[config.mk]
export PLATFORM = sky130hd
export DESIGN_NAME = rcq_ctrl
export DESIGN_NICKNAME = d
export VERILOG_FILES = /design/src/hw/rtl/rcq_pkg.sv /design/src/hw/rtl/rcq_ctrl.sv
export SDC_FILE = /design/constraint.sdc
export NUM_CORES = 1
export LEC_CHECK = 0
export BUFFER_PORTS_ARGS = -buffer_cell sky130_fd_sc_hd__buf_2
export CORE_MARGIN = 4
export CORE_UTILIZATION = 25
export DETAILED_ROUTE_END_ITERATION = 7
export GPL_TIMING_DRIVEN = 0
export SYNTH_ARGS = -nofsm -noshare
export SYNTH_HDL_FRONTEND = slang
export SYNTH_SLANG_ARGS = --single-unit
[constraint.sdc]
create_clock -name i_clk -period 1.7 [get_ports i_clk]
set_clock_uncertainty 0.2 [all_clocks]
set_input_delay 0.255 -clock i_clk [delete_from_list [all_inputs] [get_ports i_clk]]
set_output_delay 0.255 -clock i_clk [all_outputs]
set_load 0.01 [all_outputs]
[src/hw/rtl/rcq_pkg.sv]
// ============================================================================
// Rate-to-count quantizer package
// Shared register map, configuration and control types, and fixed constants.
// ============================================================================
package rcq_pkg;

    // Configuration port address width: five 32-bit registers at 4*i.
    localparam int unsigned CFG_ADDR_W = 5;

    typedef enum logic [2:0] {
        REG_GAIN_X,
        REG_GAIN_Y,
        REG_MAX_COUNTS,
        REG_MIN_DT,
        REG_MAX_DT
    } t_reg_idx;

    localparam logic [14:0] MAX_COUNTS_RST = 15'd32767;
    localparam logic [15:0] MIN_DT_RST     = 16'd100;
    localparam logic [15:0] MAX_DT_RST     = 16'd50000;

    // Divisor of the rate scaling: full-scale rate times one million microseconds.
    localparam logic [35:0] RATE_DEN  = 36'd32768000000;
    // The unsigned product |rate| * gain * step fits in 48 bits.
    localparam int unsigned MAG_W     = 48;
    // The divisor is 2^21 * 15625, so a shift leaves a division by 15625.
    localparam int unsigned SCALE_SH  = 21;
    localparam logic [13:0] DIV_K     = 14'd15625;
    // The quotient is formed 16 bits at a time. Each partial dividend is below
    // 2^30, where multiplying by RECIP and shifting right by RECIP_SH is exact.
    localparam int unsigned DIG_W     = 16;
    localparam logic [30:0] RECIP     = 31'd1125899907;
    localparam int unsigned RECIP_SH  = 44;
    // Quotient bits above the fractional part.
    localparam int unsigned Q_HEAD    = 14;

    typedef struct packed {
        logic [15:0] gain_x;
        logic [15:0] gain_y;
        logic [14:0] max_counts;
        logic [15:0] min_dt;
        logic [15:0] max_dt;
    } t_rcq_cfg;

    typedef struct packed {
        logic load;
        logic mul1;
        logic mul2;
        logic div_est;
        logic div_fix;
        logic sum;
        logic rnd;
        logic finish;
    } t_rcq_cmd;

    typedef struct packed {
        logic bypass;
    } t_rcq_stat;

endpackage

[src/hw/rtl/rcq_ctrl.sv]
// ============================================================================
// Rate-to-count quantizer controller
// Sequences capture, multiply, reciprocal divide, round and result hand-off.
// ============================================================================
module rcq_ctrl
    import rcq_pkg::*;
#(
    parameter int unsigned FRAC_BITS = 16
) (
    input  logic      i_clk,
    input  logic      i_rst_n,
    input  logic      i_in_valid,
    output logic      o_in_ready,
    output logic      o_out_valid,
    input  logic      i_out_ready,
    input  t_rcq_stat i_stat,
    output t_rcq_cmd  o_cmd
);

    localparam int unsigned MW    = MAG_W + FRAC_BITS - SCALE_SH;
    localparam int unsigned ND    = (MW + DIG_W - 1) / DIG_W;
    localparam int unsigned CNT_W = $clog2(ND);

    typedef enum logic [3:0] {
        S_IDLE,
        S_CHECK,
        S_MUL1,
        S_MUL2,
        S_DIVQ,
        S_DIVR,
        S_SUM,
        S_RND,
        S_FIN
    } t_state;

    t_state           r_state;
    logic [CNT_W-1:0] r_cnt;
    logic             r_out_valid;
    logic             slot_free;

    assign slot_free = !r_out_valid || i_out_ready;

    always_comb begin
        o_cmd = '0;
        case (r_state)
            S_IDLE:  o_cmd.load     = i_in_valid;
            S_MUL1:  o_cmd.mul1     = 1'b1;
            S_MUL2:  o_cmd.mul2     = 1'b1;
            S_DIVQ:  o_cmd.div_est  = 1'b1;
            S_DIVR:  o_cmd.div_fix  = 1'b1;
            S_SUM:   o_cmd.sum      = 1'b1;
            S_RND:   o_cmd.rnd      = 1'b1;
            S_FIN:   o_cmd.finish   = slot_free;
            default: o_cmd          = '0;
        endcase
    end

    always_ff @(posedge i_clk) begin
        if (!i_rst_n) begin
            r_state     <= S_IDLE;
            r_cnt       <= '0;
            r_out_valid <= 1'b0;
        end else begin
            case (r_state)
                S_IDLE: begin
                    if (i_in_valid) begin
                        r_state <= S_CHECK;
                    end
                end
                S_CHECK: begin
                    r_state <= i_stat.bypass ? S_FIN : S_MUL1;
                end
                S_MUL1: begin
                    r_state <= S_MUL2;
                end
                S_MUL2: begin
                    r_cnt   <= CNT_W'(ND - 1);
                    r_state <= S_DIVQ;
                end
                S_DIVQ: begin
                    r_state <= S_DIVR;
                end
                S_DIVR: begin
                    if (r_cnt == '0) begin
                        r_state <= S_SUM;
                    end else begin
                        r_cnt   <= r_cnt - 1'b1;
                        r_state <= S_DIVQ;
                    end
                end
                S_SUM: begin
                    r_state <= S_RND;
                end
                S_RND: begin
                    r_state <= S_FIN;
                end
                S_FIN: begin
                    if (slot_free) begin
                        r_state <= S_IDLE;
                    end
                end
                default: begin
                    r_state <= S_IDLE;
                end
            endcase

            if (o_cmd.finish) begin
                r_out_valid <= 1'b1;
            end else if (i_out_ready) begin
                r_out_valid <= 1'b0;
            end
        end
    end

    assign o_in_ready  = (r_state == S_IDLE);
    assign o_out_valid = r_out_valid;

endmodule

[Yosys cells after proc, flatten, opt, wreduce, memory -nomap -nowiden]
Index checks and enable logic that the tools add are counted.
Word-level totals
  flip-flop bits (word level): 7
  input port bits: 5
  output and inout bits: 10
  word-level logic and storage cells: 40
Operators by class
  add/subtract/negate cells: 1
  equal/unequal tests: 11
  multiplexer cells: 17
  reduce and logical (&&, ||, !) cells: 8
Operators by type and width (number)
  4-bit one-hot mux with 9 select lines: 1
  4-bit by 3-bit equality test with 1-bit output (second input constant): 4
  4-bit two-way mux: 3
  1-bit two-way mux: 10
  4-bit by 2-bit equality test with 1-bit output (second input constant): 2
  2-bit inequality test (second input constant): 3
  4-bit by 1-bit equality test with 1-bit output (second input constant): 1
  4-bit equality test (second input constant): 1
  4-bit zero test: 1
  2-bit two-way mux: 2
  2-bit one-hot mux with 2 select lines: 1
  2-bit AND reduction: 2
  2-bit nonzero test: 2
  2-bit zero test: 1
  2-bit by 1-bit subtractor with 2-bit output (second input constant): 1
  1-bit zero test: 1
  1-bit logical OR: 1

[Longest topological paths before layout]
Gate-level depths: netlist of the first run.
  depth in word-level cells: 4
  depth in mapped cells: 5
  mapped depth without buffers: 5

[Worst setup path after synthesis of the first run]
OpenSTA, ideal clock, no wires.
  kind: register to output
  start point: register r_state[1]
  end point: output o_cmd[7] (netlist bit)
  data arrival time: 1.223 ns
  required time: 1.245 ns
  path slack: 0.022 ns
  cell stages (with the launch flop): 4
  path buffers: 1
  cell sequence: dfxtp_1 -> buf_6 -> nor4_1 -> and2_1
RTL lines
  start: declaration: RTL line rcq_ctrl.sv:36  | t_state r_state;
  start signal: assignment: RTL line rcq_ctrl.sv:71  | r_state <= i_stat.bypass ? S_FIN : S_MUL1;
  end: declaration: RTL line rcq_ctrl.sv:17  | output t_rcq_cmd o_cmd

==> results of run 1 <==
critical path: cells and delay by family (launching register included):
family	cells	cell delay, ns
buffers and inverters	1	0.12
AND/OR/NAND/NOR	2	0.73
flip-flops	1	0.32
power groups by stage:
stage	combinational, W	sequential [W]	clock [W]
3_5_place_dp	0.0000855	0.000187	0
3_3_place_gp	0.0000846	0.000186	0
6_report	0.000138	0.000180	0.000148
2_1_floorplan	0.0000594	0.000184	0
4_1_cts	0.000107	0.000184	0.000156
5_1_grt	0.000153	0.000181	0.000168
stage by stage:
step / area [um^2] / util / setup TNS, ns / setup WS, ns / power (W)
4_1_cts: 587 / 0.376 / -0.702 / -0.212 / 0.000447
6_report: 667 / 0.428 / -0.456 / -0.174 / 0.000466
3_5_place_dp: 513 / 0.329 / -0.0310 / -0.0310 / 0.000272
2_1_floorplan: 423 / - / 0 / 0.0218 / 0.000243
3_3_place_gp: 513 / 0.329 / -0.0139 / -0.0139 / 0.000271
5_1_grt: 667 / 0.428 / -0.928 / -0.219 / 0.000502
Yosys cell counts, drive strengths merged (2+ instances only):
cell type / number
a21oi: 3
and2: 2
and2b: 2
buf: 2
dfxtp: 7
inv: 4
nand2: 2
nand2b: 3
nor2: 4
nor2b: 3
nor3: 3
nor3b: 3
o21ai: 2
path summary, 6_finish.rpt:
check	from	slack, ns	cells after the start	to
max reg2reg	r_state[2]	0.17	3	r_state[3]
min	i_in_valid	0.04	3	r_state[0]
min reg2reg	r_cnt[1]	0.28	2	r_cnt[1]
max	r_state[2]	-0.17	3	o_cmd[0]
registers in the layout, indices dropped and copies added, names as in the netlist:
| signal | flops |
|---|---|
| r_cnt | 2 |
| o_out_valid | 1 |
| r_state | 4 |
logic make-up (layout without fill, tap and decap cells):
| logic type | Yosys count | in the layout | share of synthesized area |
|---|---|---|---|
| adders and majority gates | 1 | 1 | 0.0296 |
| AOI/OAI and AO/OA | 10 | 10 | 0.178 |
| DFF | 7 | 7 | 0.331 |
| xor gates and xnor gates | 1 | 1 | 0.0207 |
| buffers and inverters | 6 | 33 | 0.0799 |
| and+or+nand+nor | 25 | 25 | 0.361 |
layer usage:
metal	global-route usage	wire [um]	up-vias
met3	0.0398	48	2
li1	-	-	226
met2	0.143	532	11
met1	0.0938	461	193
met5	0	0	-
met4	0.0569	22	0
area by class of cell:
type	instances	share of cell area
sequential	7	0.229
buffer	1	0.0113
multi-input combinational	37	0.422
inverter	4	0.0225
clock buffer	4	0.0394
timing repair buffer	24	0.246
tap	16	0.0300
repair_timing:
| item | 4_1_cts | 5_1_grt |
|---|---|---|
| setup buffers | 6 | 5 |
| gates resized for setup | 6 | 13 |
| setup endpoints to repair | 4 | 8 |
| pin swaps | 2 | 4 |
==> results.txt, run 1 <==
Status = complete, but fails checks
Failing checks = setup timing
#FFs+latches synth = 7
Die width = 49.1 um
Skew-Pair Late Insertion Delay = 0.25 ns
Ys flop type = dfxtp_1
Rel. slew slack = 0.819
CP Cell Sequence = or4b_4 > and2b_1 > buf_2
Number of routed nets with antenna violations = 0
Post-route setup slack = -0.174 ns
Sequential power share = 0.386
RSZ-0062 raised after global routing = true
CP Class = reg -> out
First-pass GRT wire length = 1610 um
Setup Viol. Count Final = 5
Worst-Margin Slew = 0.272 ns
Vias in the first global route = 377
Worst setup SP type = register
DRC errors left = 0
Arrival time at the worst endpoint = 1.42 ns
Starting Density = 0.271
Worst hold margin = 0.0364 ns
CP max stage cell = or4b_4
Syn nets = 56
Comb pwr share = 0.296
Worst-path clk slew = 0.05 ns
Port-buffer cells = 14
Layout area overhead = 57.7%
Largest net degree at the start of global routing = 11
Final cell count without fillers = 93
Async S/R FF share, synth = 0
Avg WL per Cell = 11.5 um
Post-synthesis cell type count = 25
Commonest non-fill, non-tap cell in the layout = buf_2
Syn Inst Count = 50
CTS tree = yes
Worst Path Required = 1.24 ns
Share of layout cells above drive strength 1 = 0.506
TritonCTS buffer count = 3
Vias/cell = 4.65
Final WL = 1070 um
Grt total ovfl = 0
Largest area contributor in the netlist = dfxtp_1
Worst stage delay on the critical path = 0.53 ns
Highest-count cells in the layout ignoring fill and taps = buf_2 (14), buf_4 (6), buf_6 (5)
Part of the power in the clock network = 0.319
Leakage = 0.314 nW
Sw Share = 0.273
Hold Fails Final Rpt = 0
Fillers = 162
Top post-synthesis cells by area = dfxtp_1 (33%), nor3b_1 (5.3%), nand2b_1 (4.4%)
Height of the chip = 49.1 um
Die Footprint = 2410 um^2
Nets = 84
Via Count = 432
CP Max Fanout = 3
CTS Root Cell = clkbuf_4
Tot GR Track Use = 0.0891
Hold Buf Count CTS = 0
Syn avg cell area = 8.46 um^2
MaxCap Viol Count = 0
Register area share after synthesis = 0.331
Dpl cells = 80
Internal power = 0.000339 W
Post-DP HPWL = 743 um
PD cells = 698 nW/um^2
First-pass DRT Iterations = 4
Inserted Diodes = 0
Multi-input gate area = 282 um^2
Initial antenna violation count = 0
Yosys top cell area share = 0.331
Standard-cell rows = 14
EDFF count, synth = 0
Hold Path Class = in -> reg
Max VDD drop = 0.360 mV
Mapped cell area = 423 um^2
Clock buffer depth = 2
Ports = 15
Core area = 1560 um^2
H-tree Lvls = 1
Total area of sequential cells = 153 um^2
Initial DRC Count = 3
GPL Wtd Cong = 0.790
Net switching power = 0.000127 W
Total number of yosys warnings = 0
Crit path capture type = primary output
Min Tclk post-route = 1.87 ns
Max frequency = 534 MHz
Number of clock sinks = 7
Period Utilization, post-route = 1.10
Slew Limit Fails = 0
Note: power is estimated with default switching activity, not from simulation.
==> run 2, diff against run 1 <==
--- a/config.mk
+++ b/config.mk
@@ -10,6 +10,7 @@
 export CORE_UTILIZATION = 25
 export DETAILED_ROUTE_END_ITERATION = 7
 export GPL_TIMING_DRIVEN = 0
+export REMOVE_ABC_BUFFERS = 1
 export SYNTH_ARGS = -nofsm -noshare
 export SYNTH_HDL_FRONTEND = slang
 export SYNTH_SLANG_ARGS = --single-unit
==> results.txt, run 2 (synthesis results as in run 1) <==
Slew Limit Fails = 0 (unchanged)
Layout area overhead = 44.4%
Post-DP HPWL = 671 um (-9.7%)
GRT Max-Usage Layer = met2
CP max stage cell = or4b_4
CP Cell Sequence = or4b_4 > and2b_1 > buf_2
Grt total ovfl = 0 (unchanged)
Leakage = 0.290 nW (-7.6%)
Max VDD drop = 0.298 mV (-17%)
CTS Root Cell = clkbuf_4
Die width = 49.1 um (unchanged)
Arrival time at the worst endpoint = 1.45 ns (+0.03 ns)
DP Worst Slack = 0.00294 ns (+0.0339 ns)
Worst-Margin Slew = 0.417 ns (+0.145 ns)
TritonCTS buffer count = 3 (unchanged)
GR Layer Usage met2 = 0.156 (+0.0134)
Post-route setup slack = -0.204 ns (-0.0304 ns)
Final instance area = 611 um^2 (-8.4%)
Grt met3 use = 0.0214 (-0.0183)
Inserted Diodes = 0 (unchanged)
Largest net degree at the start of global routing = 13 (+2)
R2R Path End = r_cnt[1]
Starting Density = 0.271 (unchanged)
Max reg flops = 4 (unchanged)
Hold Path Class = in -> reg
MaxCap Viol Count = 0 (unchanged)
Worst hold endpoint = r_state[0]
DRC errors left = 0 (unchanged)
Ports = 15 (unchanged)
HP Start = i_in_valid
PD cells = 744 nW/um^2 (+6.5%)
Cell family with most CP delay = simple AND/OR/NAND/NOR gates
Met1 Track Usage GR = 0.103 (+0.00938)
Flop2flop setup slack = 0.09 ns (-0.08 ns)
Worst hold margin = 0.0335 ns (-0.00288 ns)
Setup Viol. Count Final = 6 (+1)
Crit path capture type = primary output
Tot GR Track Use = 0.0961 (+0.00706)
Worst path bufs/invs = 1 (unchanged)
Reg2reg start = r_state[1]
Status = complete, but fails checks
Share of layout cells above drive strength 1 = 0.466 (-0.0407)
Vias/cell = 5.00 (+7.6%)
Initial antenna violation count = 0 (unchanged)
Core area = 1560 um^2 (unchanged)
Max frequency = 525 MHz (-1.6%)
Avg WL per Cell = 11.9 um (+4.1%)
Hold Path Depth = 3 (unchanged)
CTS tree = yes
CP Max Fanout = 3 (unchanged)
Worst R2R Path Depth = 6 (+3)
GPL Wtd Cong = 0.726 (-8.0%)
CP Class = reg -> out
H-tree Lvls = 1 (unchanged)
RSZ-0062 raised after global routing = true
Highest-count cells in the layout ignoring fill and taps = buf_2 (14), buf_4 (5), inv_1 (4), nor2_1 (4)
Clock buffer depth = 2 (unchanged)
Final WL = 1060 um (-0.38%)
Number of clock sinks = 7 (unchanged)
Worst-path clk slew = 0.06 ns (about the same)
First-pass DRT Iterations = 4 (unchanged)
Standard-cell rows = 14 (unchanged)
Worst stage delay on the critical path = 0.53 ns (about the same)
Port-buffer cells = 14 (unchanged)
Number of routed nets with antenna violations = 0 (unchanged)
Period Utilization, post-route = 1.12 (+0.0179)
Nets = 80 (-4.8%)
Vias in the first global route = 395 (+4.8%)
Min Tclk post-route = 1.90 ns (+0.0304 ns)
Hold Fails Final Rpt = 0 (unchanged)
First-pass GRT wire length = 1730 um (+7.7%)
Failing checks = setup timing
Worst setup SP type = register
Die Footprint = 2410 um^2 (unchanged)
Initial DRC Count = 8 (+5)
Commonest non-fill, non-tap cell in the layout = buf_2
Height of the chip = 49.1 um (unchanged)
Via Count = 445 (+3.0%)
Skew-Pair Late Insertion Delay = 0.26 ns (about the same)
Largest register by flop count = r_state
Post-DP Area = 494 um^2 (-3.7%)
Worst Path Required = 1.24 ns (about the same)
Hold Buf Count CTS = 0 (unchanged)
Rel. slew slack = 0.720 (-0.0989)
-- run 2: cell types whose count changed in the layout (fill, tap and decap cells not counted) --
cell,previous run,this run
buf_6,5,2
buf_4,6,5
nor4_1,0,1
nor4_4,1,0
-- run 2: worst max path at each step --
stage / from / slack, ns / cells past startpoint / to
CTS: r_state[1] / -0.20 / 3 / o_cmd[0]
floorplan: r_state[1] / 0.06 / 2 / o_cmd[7]
finish: r_state[1] / -0.20 / 3 / o_cmd[0]
global placement: r_state[1] / -0.006 / 3 / o_cmd[0]
global route: r_state[1] / -0.25 / 3 / o_cmd[0]
detailed placement: r_state[2] / 0.003 / 3 / o_cmd[0]
-- run 2: through the flow --
step	instances	TNS [ns]	utilization	power, W
floorplan	48	0	-	0.000238
global placement	78	-0.00582	0.317	0.000265
detailed placement	78	0	0.317	0.000266
CTS	88	-0.549	0.374	0.000452
global route	89	-0.800	0.392	0.000480
finish	89	-0.531	0.392	0.000454
-- run 2: worst register-to-register path: cells and delay by family (launching register included) --
kind,cells,cell delay [ns]
DFF,1,0.35
buffers and inverters,3,0.39
AOI/OAI and AO/OA,2,0.40
and+or+nand+nor,1,0.19
-- run 2: cell type report --
type                            instances  area, um^2
Clock buffer                            4        26.3
Fill cell                             165         948
Inverter                                4        15.0
Multi-Input combinational cell         37         267
Sequential cell                         7         153
Tap cell                               16        20.0
Timing Repair Buffer                   21         130
-- run 2: layer usage --
layer / vias to the layer above / part of all wire
li1: 222 / -
met1: 210 / 0.42
met2: 9 / 0.51
met3: 4 / 0.036
met4: 0 / 0.029
met5: - / 0
-- run 2: power by group --
part | leakage (nW) | switching, W | internal (W)
Sequential | 0.0595 | 0.0000120 | 0.000173
Combinational | 0.215 | 0.0000510 | 0.0000577
Clock | 0.0150 | 0.0000704 | 0.0000902
Total | 0.290 | 0.000133 | 0.000321
-- run 2: what timing repair did --
action	4_1_cts	5_1_grt
pin swaps	2	1
gates resized for setup	8	6
setup endpoints to repair	8	8
setup buffers	6	2
