<file path="config.mk">
export PLATFORM = sky130hd
export DESIGN_NAME = rcq_regs
export DESIGN_NICKNAME = d
export VERILOG_FILES = /design/src/hw/rtl/rcq_pkg.sv /design/src/hw/rtl/rcq_regs.sv
export SDC_FILE = /design/constraint.sdc
export NUM_CORES = 1
export LEC_CHECK = 0
export BUFFER_PORTS_ARGS = -buffer_cell sky130_fd_sc_hd__buf_2
export CORE_UTILIZATION = 25
export DETAILED_ROUTE_END_ITERATION = 12
export PLACE_DENSITY_LB_ADDON = 0.15
export SETUP_SLACK_MARGIN = 0.02
export SLEW_MARGIN = 40
export SYNTH_ARGS = -nofsm -noshare
export SYNTH_HDL_FRONTEND = slang
export SYNTH_SLANG_ARGS = --single-unit
</file>
<file path="constraint.sdc">
create_clock -name i_clk -period 1.2 [get_ports i_clk]
set_input_delay 0.06 -clock i_clk [delete_from_list [all_inputs] [get_ports i_clk]]
set_output_delay 0.06 -clock i_clk [all_outputs]
set_load 0.005 [all_outputs]
</file>
<file path="src/hw/rtl/rcq_pkg.sv">
// ============================================================================
// Rate-to-count quantizer package
// Shared register map, configuration and control types, and fixed constants.
// ============================================================================
package rcq_pkg;

    // Configuration port address width: five 32-bit registers at 4*i.
    localparam int unsigned CFG_ADDR_W = 5;

    typedef enum logic [2:0] {
        REG_GAIN_X,
        REG_GAIN_Y,
        REG_MAX_COUNTS,
        REG_MIN_DT,
        REG_MAX_DT
    } t_reg_idx;

    localparam logic [14:0] MAX_COUNTS_RST = 15'd32767;
    localparam logic [15:0] MIN_DT_RST     = 16'd100;
    localparam logic [15:0] MAX_DT_RST     = 16'd50000;

    // Divisor of the rate scaling: full-scale rate times one million microseconds.
    localparam logic [35:0] RATE_DEN  = 36'd32768000000;
    // The unsigned product |rate| * gain * step fits in 48 bits.
    localparam int unsigned MAG_W     = 48;
    // The divisor is 2^21 * 15625, so a shift leaves a division by 15625.
    localparam int unsigned SCALE_SH  = 21;
    localparam logic [13:0] DIV_K     = 14'd15625;
    // The quotient is formed 16 bits at a time. Each partial dividend is below
    // 2^30, where multiplying by RECIP and shifting right by RECIP_SH is exact.
    localparam int unsigned DIG_W     = 16;
    localparam logic [30:0] RECIP     = 31'd1125899907;
    localparam int unsigned RECIP_SH  = 44;
    // Quotient bits above the fractional part.
    localparam int unsigned Q_HEAD    = 14;

    typedef struct packed {
        logic [15:0] gain_x;
        logic [15:0] gain_y;
        logic [14:0] max_counts;
        logic [15:0] min_dt;
        logic [15:0] max_dt;
    } t_rcq_cfg;

    typedef struct packed {
        logic load;
        logic mul1;
        logic mul2;
        logic div_est;
        logic div_fix;
        logic sum;
        logic rnd;
        logic finish;
    } t_rcq_cmd;

    typedef struct packed {
        logic bypass;
    } t_rcq_stat;

endpackage

</file>
<file path="src/hw/rtl/rcq_regs.sv">
// ============================================================================
// Rate-to-count quantizer configuration registers
// APB-style register file holding gains, count limit and time-step window.
// ============================================================================
module rcq_regs
    import rcq_pkg::*;
(
    input  logic                  i_clk,
    input  logic                  i_rst_n,
    input  logic                  psel,
    input  logic                  penable,
    input  logic                  pwrite,
    input  logic [CFG_ADDR_W-1:0] paddr,
    input  logic [31:0]           pwdata,
    output logic [31:0]           prdata,
    output logic                  pready,
    output t_rcq_cfg              o_cfg,
    output logic                  o_gain_wr
);

    t_rcq_cfg r_cfg;
    logic     wr_en;

    assign pready = 1'b1;
    assign wr_en  = psel & penable & pwrite;

    always_ff @(posedge i_clk) begin
        if (!i_rst_n) begin
            r_cfg.gain_x     <= '0;
            r_cfg.gain_y     <= '0;
            r_cfg.max_counts <= MAX_COUNTS_RST;
            r_cfg.min_dt     <= MIN_DT_RST;
            r_cfg.max_dt     <= MAX_DT_RST;
        end else if (wr_en) begin
            case (t_reg_idx'(paddr[4:2]))
                REG_GAIN_X:     r_cfg.gain_x     <= pwdata[15:0];
                REG_GAIN_Y:     r_cfg.gain_y     <= pwdata[15:0];
                REG_MAX_COUNTS: r_cfg.max_counts <= pwdata[14:0];
                REG_MIN_DT:     r_cfg.min_dt     <= pwdata[15:0];
                REG_MAX_DT:     r_cfg.max_dt     <= pwdata[15:0];
                default: begin
                end
            endcase
        end
    end

    always_comb begin
        o_gain_wr = 1'b0;
        if (wr_en) begin
            case (t_reg_idx'(paddr[4:2]))
                REG_GAIN_X, REG_GAIN_Y: o_gain_wr = 1'b1;
                default:                o_gain_wr = 1'b0;
            endcase
        end
    end

    always_comb begin
        case (t_reg_idx'(paddr[4:2]))
            REG_GAIN_X:     prdata = {16'b0, r_cfg.gain_x};
            REG_GAIN_Y:     prdata = {16'b0, r_cfg.gain_y};
            REG_MAX_COUNTS: prdata = {17'b0, r_cfg.max_counts};
            REG_MIN_DT:     prdata = {16'b0, r_cfg.min_dt};
            REG_MAX_DT:     prdata = {16'b0, r_cfg.max_dt};
            default:        prdata = '0;
        endcase
    end

    assign o_cfg = r_cfg;

endmodule

</file>
After elaboration in Yosys (flattened, before gate mapping):

Index checks and enable logic that the tools add are counted.
W data, S select, Z words.

* register bits after elaboration: 79
* bits in latches: 0
* bits in writable memories: 0
* memory bits (read-only): 0
* bits of input ports: 42
* output and inout port bits: 113
* memories kept: 0

* add/subtract/negate cells: 0
* $mul: 0
* divide/modulo/power cells: 0
* order comparisons: 0
* equality and inequality tests: 4
* shift-type cells: 0
* multiplexer cells: 3
* bitwise logic cells: 2
* reductions and logical operators: 7

Operator list (number)
* $pmux W16 S5: 1
* $reduce_and A2 Y1: 5
* $eq A3 B2 Y1 const B: 2
* $eq A3 B1 Y1 const B: 1
* $eq A3 B3 Y1 const B: 1
* $logic_not A3 Y1: 1
* $and A1 B1 Y1: 2
* $mux W1: 2
* $reduce_or A2 Y1: 1

Depth between registers and ports, before layout:

Gate-level depths: netlist (run 1).

* depth in word-level cells: 4
* gate-level depth with buffers: 6
* gate-level depth less buffers: 3

Worst setup path before layout (run 1):

OpenSTA, ideal clock, no wires.

* kind: input to register
* start: input paddr[2]
* end: register r_cfg (netlist bit o_cfg[6])
* setup time: 124 ps
* arrival: 953 ps
* required time: 1076 ps
* path slack: 123 ps
* stages: 5
* path buffers: 3
* path through: buf_4 or3_1 buf_6 buf_12 mux2i_1

* cells in the longest elaborated chain, start to end: 2

Ends and longest elaborated chain
* from (decl): line rcq_regs.sv:13 `input logic [CFG_ADDR_W-1:0] paddr,`
* $eq A3 B3 Y1: line rcq_regs.sv:35 `case (t_reg_idx'(paddr[4:2]))`
* $reduce_and A2 Y1 (no source line)
* to (decl): line rcq_regs.sv:21 `t_rcq_cfg r_cfg;`

Every way passes these cells.
A chain may end at the register's enable or synchronous reset.

Final worst setup path (run 1):

* start: register r_cfg (netlist bit o_cfg[23])
* end: output prdata[7]

* cells in the longest elaborated chain, start to end: 1

Ends and longest elaborated chain
* $pmux W16 S5: line rcq_regs.sv:58 `case (t_reg_idx'(paddr[4:2]))`
* to (decl): line rcq_regs.sv:15 `output logic [31:0] prdata,`

Every way passes these cells.

==> out/summary.txt, run 1 <==
Leakage power: 2.54 nW
Most frequent cells in the layout: buf_2 (119), mux2i_1 (79), nand2_1 (72)
Max Clock Freq: 745 MHz
Hpwl dp: 9100 um
FF-to-FF End: o_cfg[20]
Die Span Y: 126 um
Netlist cell types: 32
Fillers: 1,515
Final Max Tran Viols: 0
CP Launch Point: o_cfg[23]
Die area: 15,900 um2
Wirelength per Cell: 16.7 um
Top post-synthesis cells by area: dfxtp_1 (41%), mux2i_1 (21%), nand2_1 (7.0%), nor2b_1 (6.5%), a22oi_1 (5.5%)
Yosys warnings: 0
Post-route insts no fill: 755
CTS max path bufs: 2
Top cell type by total area after synthesis: dfxtp_1
Port Buf Inserts: 119
Area Growth Syn to Fin: 44.2%
End point of the critical path: prdata[7]
Final period util: 1.12
Mapped Cells: 399
CTS tree: built
Max reg flops: 79
FF/Latch Area: 1620 um2
Peak supply drop: 0.596 mV
GRT Overall Usage: 0.160
Hold Vio Cnt, Final: 0
Fin nets: 608
Drt via density: 4.57
Final worst setup slack: -0.142 ns
Post-synth top area share: 0.411
Final std cell area, no fill: 5560 um2
Max cap viols: 0
Area of the core: 14,800 um2
CTS Buf Count: 9
Later-pin clock latency in the skew report: 0.34 ns
Inst Count DP: 712
Htree depth: 3
Starting density of the core: 0.261
Cell Area, Placed: 4860 um2
Setup CP Type: reg2out
Area of the multi-input gates: 2140 um2
Chip Width: 126 um
Clock slew at reported path FFs: 0.06 ns
First-pass GRT wire length: 19,500 um
Failing checks: setup timing
Diodes inserted: 0
Outcome: finished, violations left
R2R depth: 4
Worst EP arrival: 1.28 ns
Drt pass-1 iters: 4
Largest net degree at the start of global routing: 57
Power per Cell Area: 1110 nW/um2
Final setup vio count: 16
CP Max Fanout: 3
GR Overflow Total: 0
Hold Crit Class: in2reg
I/O pins: 155
Min cycle time layout: 1.34 ns
Final ANT Viol Nets: 0
Most common cell after layout, fill and taps aside: buf_2
Number of remaining DRC errors: 0
RSZ-0062 raised after global routing: yes
Initial antenna violation count: 0
Iteration-0 DRC Markers: 136
Via count: 3,452
CP required: 1.14 ns
Post-Syn Area: 3850 um2
# rows: 44
Post-Route WL: 12,600 um
Flops & latches, synth: 79
Startpoint types: register
Gpl congestion: 0.792
Layout cells sized above 1: 0.468
Reg-to-reg setup timing slack: 0.41 ns
Sequential area share after synthesis: 0.411
Synth Area per Inst: 9.65 um2
Vias in the first global route: 3,448
Setup Skew: 0 ns
CP Capture Type: output port
Clk Tree Root Cell: clkbuf_16
Reg-to-reg critical path startpoint: o_cfg[20]
CTS Sinks: 79
[critical path, stage by stage, from the launching register on]
cell     delay [ns]
dfxtp_2        0.33
mux2_2         0.26
a22oi_1        0.14
o22ai_1        0.09
buf_2          0.14
[synthesized netlist by cell type]
library cell and count:
a21oi_1 1, a22oi_1 28, a2bb2oi_1 1, a31oi_1 1, and3_1 1, and3b_1 1
buf_1 2, buf_12 1, buf_2 7, buf_4 21, buf_6 4, clkbuf_1 14
conb_1 2, dfxtp_1 79, inv_1 2, mux2_2 15, mux2i_1 79, nand2_1 72
nand3_1 1, nand4_1 1, nand4b_4 1, nor2_1 1, nor2_2 1, nor2b_1 40
nor3_4 2, nor3b_1 1, o211ai_1 1, o21ai_0 1, o22ai_1 15, o31ai_1 1
or2_1 1, or3_1 1
[per-stage QoR]
step	hold slack [ns]	util	power, mW	TNS (ns)	setup slack, ns
final	0.0189	0.377	6.18	-1.88	-0.142
after global routing	0.0182	0.377	6.43	-2.78	-0.196
after CTS	0.000137	0.372	6.26	-2.43	-0.173
after detailed placement	0.344	0.329	3.31	-4.90	-0.129
after global placement	0.333	0.329	3.31	-3.11	-0.0734
after floorplan	0.224	-	3.07	0	0.123
[how the worst min path moves through the flow]
stage          slack (ns)  cells after the start         to       start
2_1_floorplan        0.22                      2  o_cfg[53]   pwdata[6]
3_3_place_gp         0.33                      3  o_cfg[42]  pwdata[10]
3_5_place_dp         0.34                      3  o_cfg[35]   pwdata[3]
4_1_cts            0.0001                      3   o_cfg[8]   pwdata[8]
5_1_grt              0.02                      3  o_cfg[32]   pwdata[0]
6_report             0.02                      3   o_cfg[4]   pwdata[4]
[final cells by class]
class,instances,share of cell area
Clock inverter,2,0.00676
Tap cell,184,0.0414
Timing Repair Buffer,190,0.224
Sequential cell,79,0.292
Clock buffer,14,0.0493
Multi-Input combinational cell,284,0.385
Inverter,2,0.00135
[report_power, final]
group          switching [mW]  leakage [nW]  internal [mW]  total [mW]
clock network            1.08         0.149           1.78        2.87
registers              0.0165         0.638           2.64        2.66
logic                   0.347          1.76          0.310       0.657
total                    1.44          2.54           4.74        6.18
[per-layer routing]
metal  routed length (um)  GRT usage  up-vias
met3                  649     0.0450       13
met1                 5890      0.207     1645
met2                 5930      0.263      112
met5                    0          0        -
met4                  136     0.0390        0
li1                     -          -     1682
[repair_timing]
| action | CTS | global route |
|---|---|---|
| hold endpoints to repair | 7 | 0 |
| hold buffers | 7 | 0 |
| pin swaps | 19 | 17 |
| cloned | 0 | 0 |
| setup endpoints to repair | 16 | 16 |
| setup buffers | 16 | 4 |
| gates resized for setup | 49 | 12 |
[logic make-up (layout without fill, tap and decap cells)]
kind of cell | Yosys count | count (layout) | synth area share
mux | 94 | 94 | 0.249
other cells | 2 | 17 | 0.00195
flops | 79 | 79 | 0.411
buf+inv | 51 | 208 | 0.0845
compound gates | 49 | 49 | 0.0893
simple gates | 124 | 124 | 0.164
Note: power is estimated with default switching activity, not from simulation.
==> inputs of run 2 (changes only) <==
--- a/config.mk
+++ b/config.mk
@@ -6,9 +6,9 @@
 export NUM_CORES = 1
 export LEC_CHECK = 0
 export BUFFER_PORTS_ARGS = -buffer_cell sky130_fd_sc_hd__buf_2
+export CORE_ASPECT_RATIO = 1.5
 export CORE_UTILIZATION = 25
 export DETAILED_ROUTE_END_ITERATION = 12
-export PLACE_DENSITY_LB_ADDON = 0.15
 export SETUP_SLACK_MARGIN = 0.02
 export SLEW_MARGIN = 40
 export SYNTH_ARGS = -nofsm -noshare
==> run 2 against run 1 <==
The flow still finishes with violations (setup timing). Sequential cell count unchanged. Non-clock buffer count fell by 6. Clock power decreased by 6%. Via count increased by 2.7%. First-iteration DRC count is 21% lower. Clock skew did not move. Wire length grew 2.5%. Combinational power down 2%. Sequential share of layout area rose by 0.31 points. Register-to-register slack improved by 0.02 ns. Final cell count is 1.2% higher. Total power down 3.0%. Critical path type unchanged. Critical endpoint is now prdata[2]. Largest power group unchanged.
==> out/summary.txt, run 2 (synthesis gave the netlist of run 1 again) <==
Outcome: finished, violations left
Failing checks: setup timing
CTS max path bufs: 2 (unchanged)
GRT Overall Usage: 0.165 (+0.00494)
Clock slew at reported path FFs: 0.07 ns (about the same)
CP Launch Point: o_cfg[34]
Cell Area, Placed: 4810 um2 (-0.90%)
Later-pin clock latency in the skew report: 0.35 ns (about the same)
Final ANT Viol Nets: 0 (unchanged)
Die Span Y: 154 um (+22%)
Final worst setup slack: -0.181 ns (-0.0394 ns)
Fin nets: 602 (-0.99%)
Chip Width: 103 um (-18%)
Final std cell area, no fill: 5490 um2 (-1.2%)
Startpoint types: register
Gpl congestion: 0.745 (-6.0%)
Starting density of the core: 0.256 (-0.00548)
CTS Sinks: 79 (unchanged)
Max incr delay on CP: 0.32 ns (about the same)
Delay-heaviest family, CP: flip-flops
GR Overflow Total: 0 (unchanged)
Leakage power: 2.49 nW (-2.1%)
Htree depth: 3 (unchanged)
Hpwl dp: 9310 um (+2.4%)
Worst EP arrival: 1.32 ns (+0.04 ns)
Via count: 3,546 (+2.7%)
Area Growth Syn to Fin: 42.5%
Diodes inserted: 0 (unchanged)
Wirelength per Cell: 16.9 um (+1.3%)
WP depth: 4 (unchanged)
RSZ-0062 raised after global routing: yes
Reg-to-reg critical path startpoint: o_cfg[34]
Reg-to-reg setup timing slack: 0.43 ns (+0.02 ns)
CTS Buf Count: 9 (unchanged)
End point of the critical path: prdata[2]
Drt via density: 4.64 (+1.5%)
Worst path slowest cell: dfxtp_2
Die area: 15,900 um2 (about the same)
FF-to-FF End: o_cfg[34]
Largest net degree at the start of global routing: 59 (+3.5%)
Max cap viols: 0 (unchanged)
Final period util: 1.15 (+0.0328)
Setup Skew: 0 ns (unchanged)
WP buf/inv: 1 (unchanged)
Final setup vio count: 16 (unchanged)
Vias in the first global route: 3,611 (+4.7%)
CP required: 1.14 ns (about the same)
Post-Route WL: 12,900 um (+2.5%)
Hold Crit Class: in2reg
Min cycle time layout: 1.38 ns (+0.0394 ns)
Pwr Total: 6.00 mW (-3.0%)
R2R depth: 3 (-1)
Peak supply drop: 0.555 mV (-6.9%)
Drt pass-1 iters: 4 (unchanged)
Most frequent cells in the layout: buf_2 (119), mux2i_1 (79), nand2_1 (72)
Area of the core: 15,100 um2 (+2.1%)
First-pass GRT wire length: 19,300 um (-0.96%)
CP Max Fanout: 2 (-1)
Port Buf Inserts: 119 (unchanged)
Max Clock Freq: 724 MHz (-2.8%)
# rows: 55 (+25%)
CP cell instances: mux2_4, a22oi_2, o22ai_1, buf_2
Post-route core utilization: 0.364 (-0.0123)
Final Max Tran Viols: 0 (unchanged)
CP Capture Type: output port
Setup CP Type: reg2out
Most common cell after layout, fill and taps aside: buf_2
Clk Tree Root Cell: clkbuf_16
CTS tree: built
Power per Cell Area: 1090 nW/um2 (-1.8%)
Hold Vio Cnt, Final: 0 (unchanged)
Iteration-0 DRC Markers: 107 (-21%)
Max reg flops: 79 (unchanged)
Layout cells sized above 1: 0.469 (+0.00143)
I/O pins: 155 (unchanged)
Number of remaining DRC errors: 0 (unchanged)
Initial antenna violation count: 0 (unchanged)
Fillers: 1,518 (+0.20%)
run 2: cell count changes in the layout (fill, tap and decap cells not counted), sizes merged:
cell	before	now
clkbuf	14	9
inv	2	8
buf	183	178
bufinv	1	0
dlygate4sd3	7	6
run 2: worst min path at each step:
stage / end / cells past startpoint / slack, ns / startpoint
after CTS: o_cfg[4] / 3 / 0.004 / pwdata[4]
after global placement: o_cfg[45] / 3 / 0.33 / pwdata[13]
after floorplan: o_cfg[53] / 2 / 0.22 / pwdata[6]
after detailed placement: o_cfg[32] / 3 / 0.34 / pwdata[0]
final: o_cfg[42] / 3 / 0.001 / pwdata[10]
after global routing: o_cfg[53] / 3 / 0.02 / pwdata[6]
run 2: final cells by class:
cell class,count,area [um2],area share
clock buffers,9,225,0.0410
clock inverters,7,60.1,0.0109
repair buffers,184,1170,0.214
flip-flops and latches,79,1620,0.295
well taps,199,249,0.0454
inverters,2,7.51,0.00137
multi-input cells,284,2150,0.393
run 2: metal layers:
metal	wire length, um	vias up	track usage
met2	6980	116	0.307
met1	5050	1725	0.170
li1	-	1676	-
met4	388	0	0.0718
met5	0	-	0
met3	513	29	0.0386
run 2: repair_timing:
action,4_1_cts,5_1_grt
pin swaps,19,7
hold buffers,6,0
hold endpoints to repair,6,0
endpoints found under the setup margin,16,16
setup buffers,19,1
gates resized for setup,50,12
gates cloned,0,0
run 2: metrics by stage:
| step | std cells | setup WS [ns] | setup TNS [ns] | hold WS, ns |
|---|---|---|---|---|
| after global placement | 722 | -0.131 | -5.90 | 0.335 |
| after detailed placement | 722 | -0.162 | -6.07 | 0.345 |
| after CTS | 763 | -0.188 | -2.30 | 0.00443 |
| final | 764 | -0.181 | -2.23 | 0.00144 |
| after global routing | 764 | -0.221 | -3.00 | 0.0177 |
| after floorplan | 414 | 0.123 | 0 | 0.224 |
run 2: worst min-delay path, stage by stage:
cell     delay, ns
buf_2         0.10
nor2b_1       0.04
mux2i_1       0.11
run 2: where the power goes:
part	total, mW	internal, mW	switching (mW)
registers	2.66	2.64	0.0157
logic	0.647	0.299	0.348
clock network	2.70	1.45	1.25
